--- config.mk ---
export PLATFORM = sky130hd
export DESIGN_NAME = exception_reply_responder_flat
export DESIGN_NICKNAME = d
export VERILOG_FILES = /design/src/rtl/erpr_pkg.sv /design/src/rtl/erpr_if.sv /design/src/rtl/exception_reply_responder.sv /design/src/rtl/erpr_front.sv /design/src/rtl/erpr_queue.sv /design/src/rtl/erpr_back.sv /design/src/flat_wrapper.sv
export VERILOG_INCLUDE_DIRS = /design/src /design/src/rtl
export SDC_FILE = /design/constraint.sdc
export NUM_CORES = 1
export LEC_CHECK = 0
export BUFFER_PORTS_ARGS = -buffer_cell sky130_fd_sc_hd__buf_2
export CORE_MARGIN = 4
export CORE_UTILIZATION = 25
export DETAILED_ROUTE_END_ITERATION = 8
export PLACE_DENSITY = 0.47
export SKIP_LAST_GASP = 1
export SYNTH_ARGS = -nofsm -noshare
export SYNTH_HDL_FRONTEND = slang
export SYNTH_SLANG_ARGS = --single-unit
--- constraint.sdc ---
create_clock -name clock -period 8.69 [get_ports clock]
set_clock_uncertainty 0.15 [all_clocks]
set_input_delay 1.738 -clock clock [delete_from_list [all_inputs] [get_ports clock]]
set_output_delay 1.738 -clock clock [all_outputs]
set_load 0.03 [all_outputs]
--- src/rtl/assert_macros.svh ---
// assertion macros shared by the rtl files
`ifndef ASSERT_MACROS_SVH
`define ASSERT_MACROS_SVH

// same-cycle implication, disabled during reset
`define ERPR_ASSERT_IMP(label, clk, rst, ante, cons, msg) \
   label: assert property (@(posedge clk) disable iff (rst) (ante) |-> (cons)) \
      else $error(msg);

// next-cycle implication, disabled during reset
`define ERPR_ASSERT_NXT(label, clk, rst, ante, cons, msg) \
   label: assert property (@(posedge clk) disable iff (rst) (ante) |=> (cons)) \
      else $error(msg);

`endif

--- src/rtl/erpr_pkg.sv ---
// types, constants and crc helper for the exception reply responder
`default_nettype none

package erpr_pkg;

   localparam int unsigned CSR_INDEX_W = 2;
   localparam int unsigned CSR_DATA_W  = 8;

   localparam logic [CSR_INDEX_W-1:0] CSR_SLAVE_ADDRESS     = 2'd0;
   localparam logic [CSR_INDEX_W-1:0] CSR_LISTEN_SECOND     = 2'd1;
   localparam logic [CSR_INDEX_W-1:0] CSR_RESPONDER_ENABLED = 2'd2;

   localparam logic [15:0] CRC_INIT       = 16'hFFFF;
   localparam logic [15:0] CRC_POLY       = 16'hA001;
   localparam logic [15:0] CRC_LSB        = 16'h0001;
   localparam logic [7:0]  FUNC_ERROR_BIT = 8'h80;
   localparam logic [7:0]  EXC_CODE       = 8'h04;

   localparam int unsigned REPLY_IDX_W = 3;
   localparam logic [REPLY_IDX_W-1:0] REPLY_ADDR   = 3'd0;
   localparam logic [REPLY_IDX_W-1:0] REPLY_FUNC   = 3'd1;
   localparam logic [REPLY_IDX_W-1:0] REPLY_CODE   = 3'd2;
   localparam logic [REPLY_IDX_W-1:0] REPLY_CRC_LO = 3'd3;
   localparam logic [REPLY_IDX_W-1:0] REPLY_CRC_HI = 3'd4;

   typedef struct packed {
      logic [7:0] slave_address;
      logic       listen_on_second_port;
      logic       responder_enabled;
   } erpr_cfg_type;

   typedef struct packed {
      logic [7:0] addr;
      logic [7:0] func;
      logic       flag_first;
      logic       flag_second;
   } erpr_job_type;

   // one byte through the reflected crc-16, bit at a time
   function automatic logic [15:0] crc_feed(input logic [15:0] crc, input logic [7:0] b);
      logic [15:0] c;
      c = crc ^ {8'h00, b};
      for (int k = 0; k < 8; k++) begin
         if ((c & CRC_LSB) != 16'h0000) begin
            c = (c >> 1) ^ CRC_POLY;
         end else begin
            c = c >> 1;
         end
      end
      return c;
   endfunction

endpackage

`default_nettype wire

--- src/rtl/erpr_if.sv ---
// valid/ready channel interfaces for request bytes and reply bytes
`default_nettype none

interface erpr_req_if;
   logic       valid;
   logic       ready;
   logic [7:0] rx_byte;
   logic       chunk_end;

   modport source (output valid, output rx_byte, output chunk_end, input ready);
   modport sink   (input valid, input rx_byte, input chunk_end, output ready);
endinterface

interface erpr_rsp_if;
   logic       valid;
   logic       ready;
   logic [7:0] tx_byte;
   logic       tx_final;
   logic       link_ok_first;
   logic       link_ok_second;

   modport source (output valid, output tx_byte, output tx_final,
                   output link_ok_first, output link_ok_second, input ready);
   modport sink   (input valid, input tx_byte, input tx_final,
                   input link_ok_first, input link_ok_second, output ready);
endinterface

`default_nettype wire

--- src/rtl/exception_reply_responder.sv ---
// Exception reply responder, top level.
// req_chan carries received serial bytes (rx_byte) with chunk_end on the last
// byte of each receive chunk; rsp_chan carries reply bytes (tx_byte) with
// tx_final on the last byte and the sticky link_ok_first / link_ok_second flags.
// The csr port (csr_we, csr_index, csr_wdata) writes slave address, listen
// direction and enable; write only while idle.
// A chunk of at least MIN_FRAME_BYTES bytes that starts with the slave address
// yields a five byte exception reply: address, function | 0x80, code 4, crc lo/hi.
// Throughput: one request byte per cycle while the reply queue has room;
// QUEUE_DEPTH replies can wait. The reply sender loads one job at a time and
// sends its five bytes through a byte-per-cycle crc unit.
// A job passes the queue and the sender's job register before its first reply
// byte is registered onto rsp_chan; the rest follow one per cycle when not stalled.
// Reset clears counters, flags and the queue and restores register defaults.
// A stalled receiver holds the current reply byte; the queue then fills and
// req_chan.ready drops.
`default_nettype none

module exception_reply_responder
   import erpr_pkg::*;
#(
   parameter int unsigned MIN_FRAME_BYTES = 4,
   parameter int unsigned QUEUE_DEPTH     = 2
) (
   input  wire logic                   clock,
   input  wire logic                   reset,
   erpr_req_if.sink                    req_chan,
   erpr_rsp_if.source                  rsp_chan,
   input  wire logic                   csr_we,
   input  wire logic [CSR_INDEX_W-1:0] csr_index,
   input  wire logic [CSR_DATA_W-1:0]  csr_wdata
);

   erpr_cfg_type cfg_ff, cfg_in;
   logic         push_valid;
   logic         push_ready;
   erpr_job_type push_job;
   logic         pop_valid;
   erpr_job_type pop_job;
   logic         pop;

   always_comb begin
      cfg_in = cfg_ff;
      if (csr_we) begin
         unique case (csr_index)
            CSR_SLAVE_ADDRESS:     cfg_in.slave_address         = csr_wdata;
            CSR_LISTEN_SECOND:     cfg_in.listen_on_second_port = csr_wdata[0];
            CSR_RESPONDER_ENABLED: cfg_in.responder_enabled     = csr_wdata[0];
            default: ;
         endcase
      end
   end

   always_ff @(posedge clock) begin
      if (reset) begin
         cfg_ff.slave_address         <= 8'h00;
         cfg_ff.listen_on_second_port <= 1'b1;
         cfg_ff.responder_enabled     <= 1'b0;
      end else begin
         cfg_ff <= cfg_in;
      end
   end

   erpr_front #(
      .MIN_FRAME_BYTES (MIN_FRAME_BYTES)
   ) u_front (
      .clock      (clock),
      .reset      (reset),
      .cfg        (cfg_ff),
      .req_chan   (req_chan),
      .push_ready (push_ready),
      .push_valid (push_valid),
      .push_job   (push_job)
   );

   erpr_queue #(
      .DEPTH (QUEUE_DEPTH)
   ) u_queue (
      .clock      (clock),
      .reset      (reset),
      .push_valid (push_valid),
      .push_job   (push_job),
      .push_ready (push_ready),
      .pop_valid  (pop_valid),
      .pop_job    (pop_job),
      .pop        (pop)
   );

   erpr_back u_back (
      .clock     (clock),
      .reset     (reset),
      .job_valid (pop_valid),
      .job       (pop_job),
      .job_pop   (pop),
      .rsp_chan  (rsp_chan)
   );

endmodule

`default_nettype wire

--- src/rtl/erpr_front.sv ---
// front end: counts chunk bytes, checks the address and queues reply jobs
`default_nettype none
`include "assert_macros.svh"

module erpr_front
   import erpr_pkg::*;
#(
   parameter int unsigned MIN_FRAME_BYTES = 4
) (
   input  wire logic         clock,
   input  wire logic         reset,
   input  wire erpr_cfg_type cfg,
   erpr_req_if.sink          req_chan,
   input  wire logic         push_ready,
   output logic              push_valid,
   output erpr_job_type      push_job
);

   localparam logic [2:0] MIN_COUNT = 3'(MIN_FRAME_BYTES);

   logic [2:0] count_ff, count_in;
   logic [7:0] first_ff, first_in;
   logic [7:0] second_ff, second_in;
   logic       flag_first_ff, flag_first_in;
   logic       flag_second_ff, flag_second_in;
   logic       accept;
   logic [2:0] count_next;
   logic       frame_ok;

   assign req_chan.ready = push_ready;
   assign accept = req_chan.valid && push_ready;

   always_comb begin
      count_in       = count_ff;
      first_in       = first_ff;
      second_in      = second_ff;
      flag_first_in  = flag_first_ff;
      flag_second_in = flag_second_ff;
      count_next     = count_ff;
      frame_ok       = 1'b0;
      if (accept) begin
         if (!cfg.responder_enabled) begin
            count_in = 3'd0;
         end else begin
            if (count_ff == 3'd0) begin
               first_in = req_chan.rx_byte;
            end else if (count_ff == 3'd1) begin
               second_in = req_chan.rx_byte;
            end
            if (count_ff < MIN_COUNT) begin
               count_next = count_ff + 3'd1;
            end
            count_in = count_next;
            if (req_chan.chunk_end) begin
               count_in = 3'd0;
               frame_ok = (count_next >= MIN_COUNT) && (first_in == cfg.slave_address);
               if (frame_ok) begin
                  if (cfg.listen_on_second_port) begin
                     flag_first_in = 1'b1;
                  end else begin
                     flag_second_in = 1'b1;
                  end
               end
            end
         end
      end
   end

   assign push_valid           = frame_ok;
   assign push_job.addr        = first_in;
   assign push_job.func        = second_in | FUNC_ERROR_BIT;
   assign push_job.flag_first  = flag_first_in;
   assign push_job.flag_second = flag_second_in;

   always_ff @(posedge clock) begin
      if (reset) begin
         count_ff       <= 3'd0;
         first_ff       <= 8'h00;
         second_ff      <= 8'h00;
         flag_first_ff  <= 1'b0;
         flag_second_ff <= 1'b0;
      end else begin
         count_ff       <= count_in;
         first_ff       <= first_in;
         second_ff      <= second_in;
         flag_first_ff  <= flag_first_in;
         flag_second_ff <= flag_second_in;
      end
   end

   `ERPR_ASSERT_NXT(a_flags_sticky, clock, reset, flag_first_ff && flag_second_ff,
      flag_first_ff && flag_second_ff, "link flags must stay set")
   `ERPR_ASSERT_IMP(a_count_bound, clock, reset, 1'b1, count_ff <= MIN_COUNT,
      "chunk count above saturation")

endmodule

`default_nettype wire

--- src/rtl/erpr_queue.sv ---
// short job queue between the front and back ends
`default_nettype none
`include "assert_macros.svh"

module erpr_queue
   import erpr_pkg::*;
#(
   parameter int unsigned DEPTH = 2
) (
   input  wire logic         clock,
   input  wire logic         reset,
   input  wire logic         push_valid,
   input  wire erpr_job_type push_job,
   output logic              push_ready,
   output logic              pop_valid,
   output erpr_job_type      pop_job,
   input  wire logic         pop
);

   localparam int unsigned PTR_W = $clog2(DEPTH);
   localparam int unsigned CNT_W = $clog2(DEPTH + 1);
   localparam logic [PTR_W-1:0] LAST_SLOT = PTR_W'(DEPTH - 1);
   localparam logic [CNT_W-1:0] FULL_COUNT = CNT_W'(DEPTH);

   erpr_job_type     slot_ff [DEPTH];
   logic [PTR_W-1:0] wr_ptr_ff, wr_ptr_in;
   logic [PTR_W-1:0] rd_ptr_ff, rd_ptr_in;
   logic [CNT_W-1:0] count_ff, count_in;
   logic             do_push;
   logic             do_pop;

   assign push_ready = (count_ff != FULL_COUNT);
   assign pop_valid  = (count_ff != '0);
   assign pop_job    = slot_ff[rd_ptr_ff];
   assign do_push    = push_valid && push_ready;
   assign do_pop     = pop && pop_valid;

   always_comb begin
      wr_ptr_in = wr_ptr_ff;
      rd_ptr_in = rd_ptr_ff;
      count_in  = count_ff;
      if (do_push) begin
         wr_ptr_in = (wr_ptr_ff == LAST_SLOT) ? '0 : wr_ptr_ff + 1'b1;
      end
      if (do_pop) begin
         rd_ptr_in = (rd_ptr_ff == LAST_SLOT) ? '0 : rd_ptr_ff + 1'b1;
      end
      if (do_push && !do_pop) begin
         count_in = count_ff + 1'b1;
      end else if (do_pop && !do_push) begin
         count_in = count_ff - 1'b1;
      end
   end

   always_ff @(posedge clock) begin
      if (reset) begin
         wr_ptr_ff <= '0;
         rd_ptr_ff <= '0;
         count_ff  <= '0;
      end else begin
         wr_ptr_ff <= wr_ptr_in;
         rd_ptr_ff <= rd_ptr_in;
         count_ff  <= count_in;
      end
   end

   always_ff @(posedge clock) begin
      if (do_push) begin
         slot_ff[wr_ptr_ff] <= push_job;
      end
   end

   `ERPR_ASSERT_IMP(a_count_ptrs, clock, reset, count_ff == '0,
      wr_ptr_ff == rd_ptr_ff, "empty queue with pointers apart")

endmodule

`default_nettype wire

--- src/rtl/erpr_back.sv ---
// back end: sends the five reply bytes of each job, crc one byte per cycle
`default_nettype none
`include "assert_macros.svh"

module erpr_back
   import erpr_pkg::*;
(
   input  wire logic         clock,
   input  wire logic         reset,
   input  wire logic         job_valid,
   input  wire erpr_job_type job,
   output logic              job_pop,
   erpr_rsp_if.source        rsp_chan
);

   logic                   active_ff, active_in;
   logic [REPLY_IDX_W-1:0] idx_ff, idx_in;
   erpr_job_type           job_ff, job_in;
   logic [15:0]            crc_ff, crc_in;
   logic                   rsp_valid_ff, rsp_valid_in;
   logic [7:0]             tx_byte_ff, tx_byte_in;
   logic                   tx_final_ff, tx_final_in;
   logic                   ok_first_ff, ok_first_in;
   logic                   ok_second_ff, ok_second_in;
   logic                   out_free;

   assign out_free = !rsp_valid_ff || rsp_chan.ready;
   assign job_pop  = !active_ff && job_valid;

   always_comb begin
      active_in    = active_ff;
      idx_in       = idx_ff;
      job_in       = job_ff;
      crc_in       = crc_ff;
      rsp_valid_in = rsp_valid_ff && !rsp_chan.ready;
      tx_byte_in   = tx_byte_ff;
      tx_final_in  = tx_final_ff;
      ok_first_in  = ok_first_ff;
      ok_second_in = ok_second_ff;
      if (job_pop) begin
         active_in = 1'b1;
         idx_in    = REPLY_ADDR;
         job_in    = job;
         crc_in    = CRC_INIT;
      end else if (active_ff && out_free) begin
         rsp_valid_in = 1'b1;
         tx_final_in  = 1'b0;
         ok_first_in  = job_ff.flag_first;
         ok_second_in = job_ff.flag_second;
         idx_in       = idx_ff + 1'b1;
         unique case (idx_ff)
            REPLY_ADDR: begin
               tx_byte_in = job_ff.addr;
               crc_in     = crc_feed(crc_ff, job_ff.addr);
            end
            REPLY_FUNC: begin
               tx_byte_in = job_ff.func;
               crc_in     = crc_feed(crc_ff, job_ff.func);
            end
            REPLY_CODE: begin
               tx_byte_in = EXC_CODE;
               crc_in     = crc_feed(crc_ff, EXC_CODE);
            end
            REPLY_CRC_LO: begin
               tx_byte_in = crc_ff[7:0];
            end
            REPLY_CRC_HI: begin
               tx_byte_in  = crc_ff[15:8];
               tx_final_in = 1'b1;
               active_in   = 1'b0;
            end
            default: begin
               active_in = 1'b0;
            end
         endcase
      end
   end

   always_ff @(posedge clock) begin
      if (reset) begin
         active_ff    <= 1'b0;
         idx_ff       <= REPLY_ADDR;
         rsp_valid_ff <= 1'b0;
      end else begin
         active_ff    <= active_in;
         idx_ff       <= idx_in;
         rsp_valid_ff <= rsp_valid_in;
      end
   end

   always_ff @(posedge clock) begin
      job_ff       <= job_in;
      crc_ff       <= crc_in;
      tx_byte_ff   <= tx_byte_in;
      tx_final_ff  <= tx_final_in;
      ok_first_ff  <= ok_first_in;
      ok_second_ff <= ok_second_in;
   end

   assign rsp_chan.valid          = rsp_valid_ff;
   assign rsp_chan.tx_byte        = tx_byte_ff;
   assign rsp_chan.tx_final       = tx_final_ff;
   assign rsp_chan.link_ok_first  = ok_first_ff;
   assign rsp_chan.link_ok_second = ok_second_ff;

   `ERPR_ASSERT_IMP(a_idx_range, clock, reset, active_ff, idx_ff <= REPLY_CRC_HI,
      "reply index out of range")
   `ERPR_ASSERT_NXT(a_final_ends_job, clock, reset,
      active_ff && out_free && (idx_ff == REPLY_CRC_HI),
      rsp_valid_ff && tx_final_ff && !active_ff, "last reply byte must end the job")

endmodule

`default_nettype wire

--- src/flat_wrapper.sv ---
// flat-port wrapper written by rule: the top's interface ports become plain ports
module exception_reply_responder_flat import erpr_pkg::*;
#(
   parameter int unsigned MIN_FRAME_BYTES = 4,
   parameter int unsigned QUEUE_DEPTH     = 2
)
  (clock, reset, csr_we, csr_index, csr_wdata, req_chan_valid, req_chan_rx_byte, req_chan_chunk_end, req_chan_ready, rsp_chan_valid, rsp_chan_tx_byte, rsp_chan_tx_final, rsp_chan_link_ok_first, rsp_chan_link_ok_second, rsp_chan_ready);
  erpr_req_if req_chan_i ();
  erpr_rsp_if rsp_chan_i ();
  input  wire logic clock;
  input  wire logic reset;
  input  wire logic csr_we;
  input  wire logic [CSR_INDEX_W-1:0] csr_index;
  input  wire logic [CSR_DATA_W-1:0] csr_wdata;
  input wire logic [$bits(req_chan_i.valid)-1:0] req_chan_valid;
  input wire logic [$bits(req_chan_i.rx_byte)-1:0] req_chan_rx_byte;
  input wire logic [$bits(req_chan_i.chunk_end)-1:0] req_chan_chunk_end;
  output wire logic [$bits(req_chan_i.ready)-1:0] req_chan_ready;
  output wire logic [$bits(rsp_chan_i.valid)-1:0] rsp_chan_valid;
  output wire logic [$bits(rsp_chan_i.tx_byte)-1:0] rsp_chan_tx_byte;
  output wire logic [$bits(rsp_chan_i.tx_final)-1:0] rsp_chan_tx_final;
  output wire logic [$bits(rsp_chan_i.link_ok_first)-1:0] rsp_chan_link_ok_first;
  output wire logic [$bits(rsp_chan_i.link_ok_second)-1:0] rsp_chan_link_ok_second;
  input wire logic [$bits(rsp_chan_i.ready)-1:0] rsp_chan_ready;
  assign req_chan_i.valid = req_chan_valid;
  assign req_chan_i.rx_byte = req_chan_rx_byte;
  assign req_chan_i.chunk_end = req_chan_chunk_end;
  assign req_chan_ready = req_chan_i.ready;
  assign rsp_chan_valid = rsp_chan_i.valid;
  assign rsp_chan_tx_byte = rsp_chan_i.tx_byte;
  assign rsp_chan_tx_final = rsp_chan_i.tx_final;
  assign rsp_chan_link_ok_first = rsp_chan_i.link_ok_first;
  assign rsp_chan_link_ok_second = rsp_chan_i.link_ok_second;
  assign rsp_chan_i.ready = rsp_chan_ready;
  exception_reply_responder #(.MIN_FRAME_BYTES(MIN_FRAME_BYTES), .QUEUE_DEPTH(QUEUE_DEPTH)) u_core (.clock(clock), .reset(reset), .req_chan(req_chan_i), .rsp_chan(rsp_chan_i), .csr_we(csr_we), .csr_index(csr_index), .csr_wdata(csr_wdata));
endmodule
==> flow_summary.ini <==
[yosys]
syn-cell-area_um2 = 5540
syn_avg_cell_area_um2 = 11.6
syn_nets = 512
synthArstFlopShare = 0
synth_xor_xnor_area_share = 0.105
synth_warnings = 0
synth_compound_area_frac = 0.101
synth_top_family_by_area = simple AND/OR/NAND/NOR gates
synth_cells = 479
ys_types = 53
synth_flop_cell = edfxtp_1
synth-edff-count = 62
synth_mux_area_frac = 0.0996
synth_adder_area_share = 0.0203
ys_ff_latch = 117
yosysSeqAreaShare = 0.535
synthSimpleGateAreaFrac = 0.109

[pwr]
leakage_uw = 0.00245
ir_drop_mv = 0.178
p_per_area_nw_per_um2 = 397

[worst_setup_path]
r2r-start = u_core.u_front.count_ff[0]
critPathCaptureType = flop
cp_cell_sequence = buf_2, mux2i_1, xnor2_1, nor4_2, nand3_1, inv_1, ha_1, or3_1, a21oi_1
arrival_ns = 3.58
crit_path_start_kind = primary input
rr_endpoint = u_core.u_queue.count_ff[1]
critPathSlowestCell = nor4_2
r2r_slack_ns = 5.51
crit_type = primary input to flop
crit_fanout = 4
slowest_delay_ns = 0.39
ff2ff_path_depth = 11
required_ns = 8.88

[routing]
drt-pass1-iter-count = 5
dr_total_vias = 3693
wl_um = 12300
viasPerCell = 4.58
first_iter_violations = 244
wl_per_cell_um = 15.3
drc = 0
antenna_left = 0

[placed_design]
port_buffers = 36
hpwl_um = 8660
gp_congestion = 0.809
post-place-ws_ns = 4.86
place_inst = 774

[outcome]
status = completed

[final_layout]
nets = 546
layout.cells.non_filler = 806
num_antenna_cells = 0
synthToLayoutAreaGrowth_pct = 19.2
final_common_cell = edfxtp_1
layout_common_cells = 62 x edfxtp_1, 55 x dfxtp_1, 43 x nor2_1, 36 x buf_2, 34 x xnor2_1
utilization = 0.303
drive_gt1_frac = 0.215

[timing]
fin_crit_sh = 0.391
setup_viol = 0
rsz0062_at_grt = no
hold_violations = 0
maxSlewHeadroom = 0.204
setup_tns_ns = 0
timing.final.ws_setup_ns = 5.30
worst_slew_pin_slew_ns = 1.19
period_minus_slack_ns = 3.39
slew_viol_final = 0
fmax_mhz = 295

[min_path]
hold_start = u_core.u_back.job_ff[0]
holdPathStages = 0
worstHoldEndpoint = u_core.u_back.rsp_chan.link_ok_second
hold_path.class = flop to flop

[clocking]
clkTransAtPathRegs_ns = 0.06
postCtsHoldBufs = 0
cts_tree = done
post-cts-setup-buffer-count = 0
clk_latency_ns = 0.41
cts_buffer_depth = 2
clockRootBuffer = clkbuf_16
htree_levels = 4
cts_made_buffers = 17
numClockSinks = 117
cts_resized = 0

[global_routing]
grt_first_pass_wirelength_um = 20200
antenna_found_initial = 0
gr-usage-all-layers = 0.106
grt_pass1_vias = 3829
grt_max_degree = 40
grt-ovfl-total = 0

[job]
cap_violations = 0

[floorplan]
ios = 37
fp-row-count = 54
die_w_um = 157
initial_core_util = 0.254
coreArea_um2 = 21800
dieHeight_um = 157
die_area_um2 = 24600
[kinds of logic after synthesis]
logic type | Yosys count
XOR/XNOR | 55
multiplexers | 51
AO/OA/AOI/OAI | 82
buffers and inverters | 41
flip-flops | 117
AND/OR/NAND/NOR | 124
adder cells (fa/ha/maj) | 9
[synthesized netlist by cell type (2+ instances only)]
cell type  instances  area, um2
nand3_1            9       45.0
nand2b_1           5       31.3
mux2_2            33        372
a41oi_1            2       17.5
nand4_1            3       18.8
a221oi_1           4       35.0
xnor3_1            4       90.1
nor2b_1           16        100
xor2_1            12        105
a22oi_1            5       37.5
clkbuf_1          20       75.1
nor4_2             2       25.0
dfxtp_1           55       1100
xnor2_2            3       48.8
a211oi_1           2       15.0
ha_1               9        113
o221ai_1           4       35.0
o21ai_1            3       15.0
a222oi_1           6       60.1
buf_2              2       10.0
xnor2_1           34        298
edfxtp_1          62       1860
a211o_1            2       17.5
nand2_1           26       97.6
o211ai_1           7       52.6
and2_1             4       25.0
or3_1              2       12.5
a31oi_1            2       12.5
mux2i_1           18        180
nor3_1             8       40.0
nor2_1            43        161
or4_1              2       15.0
o21ai_0           14       70.1
a21oi_1           23        115
inv_1             15       56.3
[state kept, by name (all words and copies together), names as in the netlist, 2 cells and up]
register and count:
u_core.u_back.crc_ff 16, u_core.u_queue.slot_ff 34, u_core.u_front.first_ff 8, u_core.cfg_ff 10, u_core.u_queue.count_ff 2, u_core.u_front.second_ff 7, u_core.u_back.idx_ff 3, u_core.u_back.rsp_chan.tx_byte 8
u_core.u_front.count_ff 3, u_core.u_back.job_ff 17
[worst max-delay path, delay by kind of cell]
kind	cells	cell delay, ns
AOI/OAI and AO/OA	1	0.14
xor gates and xnor gates	1	0.12
adders and majority gates	1	0.26
buffers and inverters	2	0.21
muxes	1	0.19
and+or+nand+nor	3	0.93
[stage by stage]
stage	total power (uW)	cell area [um2]	hold slack (ns)
finish	2620	6600	0.273
global placement	1910	6000	0.262
global route	2790	6600	0.291
detailed placement	1920	6000	0.266
floorplan	1690	5540	0.250
CTS	2640	6600	0.277
[worst max path at each step]
stage | cells after the start | slack (ns) | to | start
after CTS | 9 | 5.30 | u_core.u_queue.count_ff[1] | req_chan_rx_byte[4]
after global routing | 9 | 5.12 | u_core.u_queue.count_ff[1] | req_chan_valid
after global placement | 9 | 4.85 | u_core.u_queue.count_ff[1] | req_chan_rx_byte[4]
after detailed placement | 9 | 4.86 | u_core.u_queue.count_ff[1] | req_chan_rx_byte[4]
after floorplan | 6 | 4.85 | u_core.u_queue.slot_ff[0][0] | req_chan_valid
final | 9 | 5.30 | u_core.u_queue.count_ff[1] | req_chan_rx_byte[4]
[where the power goes]
part	total, uW	internal, uW	switching, uW	leakage [uW]
registers	831	712	119	0.00103
clock network	704	458	247	0.000286
logic	1090	500	588	0.00113
[per-layer routing]
layer  track usage  wire length [um]
met1         0.132              5480
met2         0.176              5910
met3        0.0332               708
met4        0.0347               205
met5             0                 0
[final cells by class]
class                      count  area [um2]
fill                        2241       15200
sequential                   117        2960
multi-input combinational    321        2420
clock buffer                  20         447
tap                          280         350
timing repair buffer          40         210
clock inverter                12         154
inverter                      16        60.1
(Power assumes the default switching activity.)
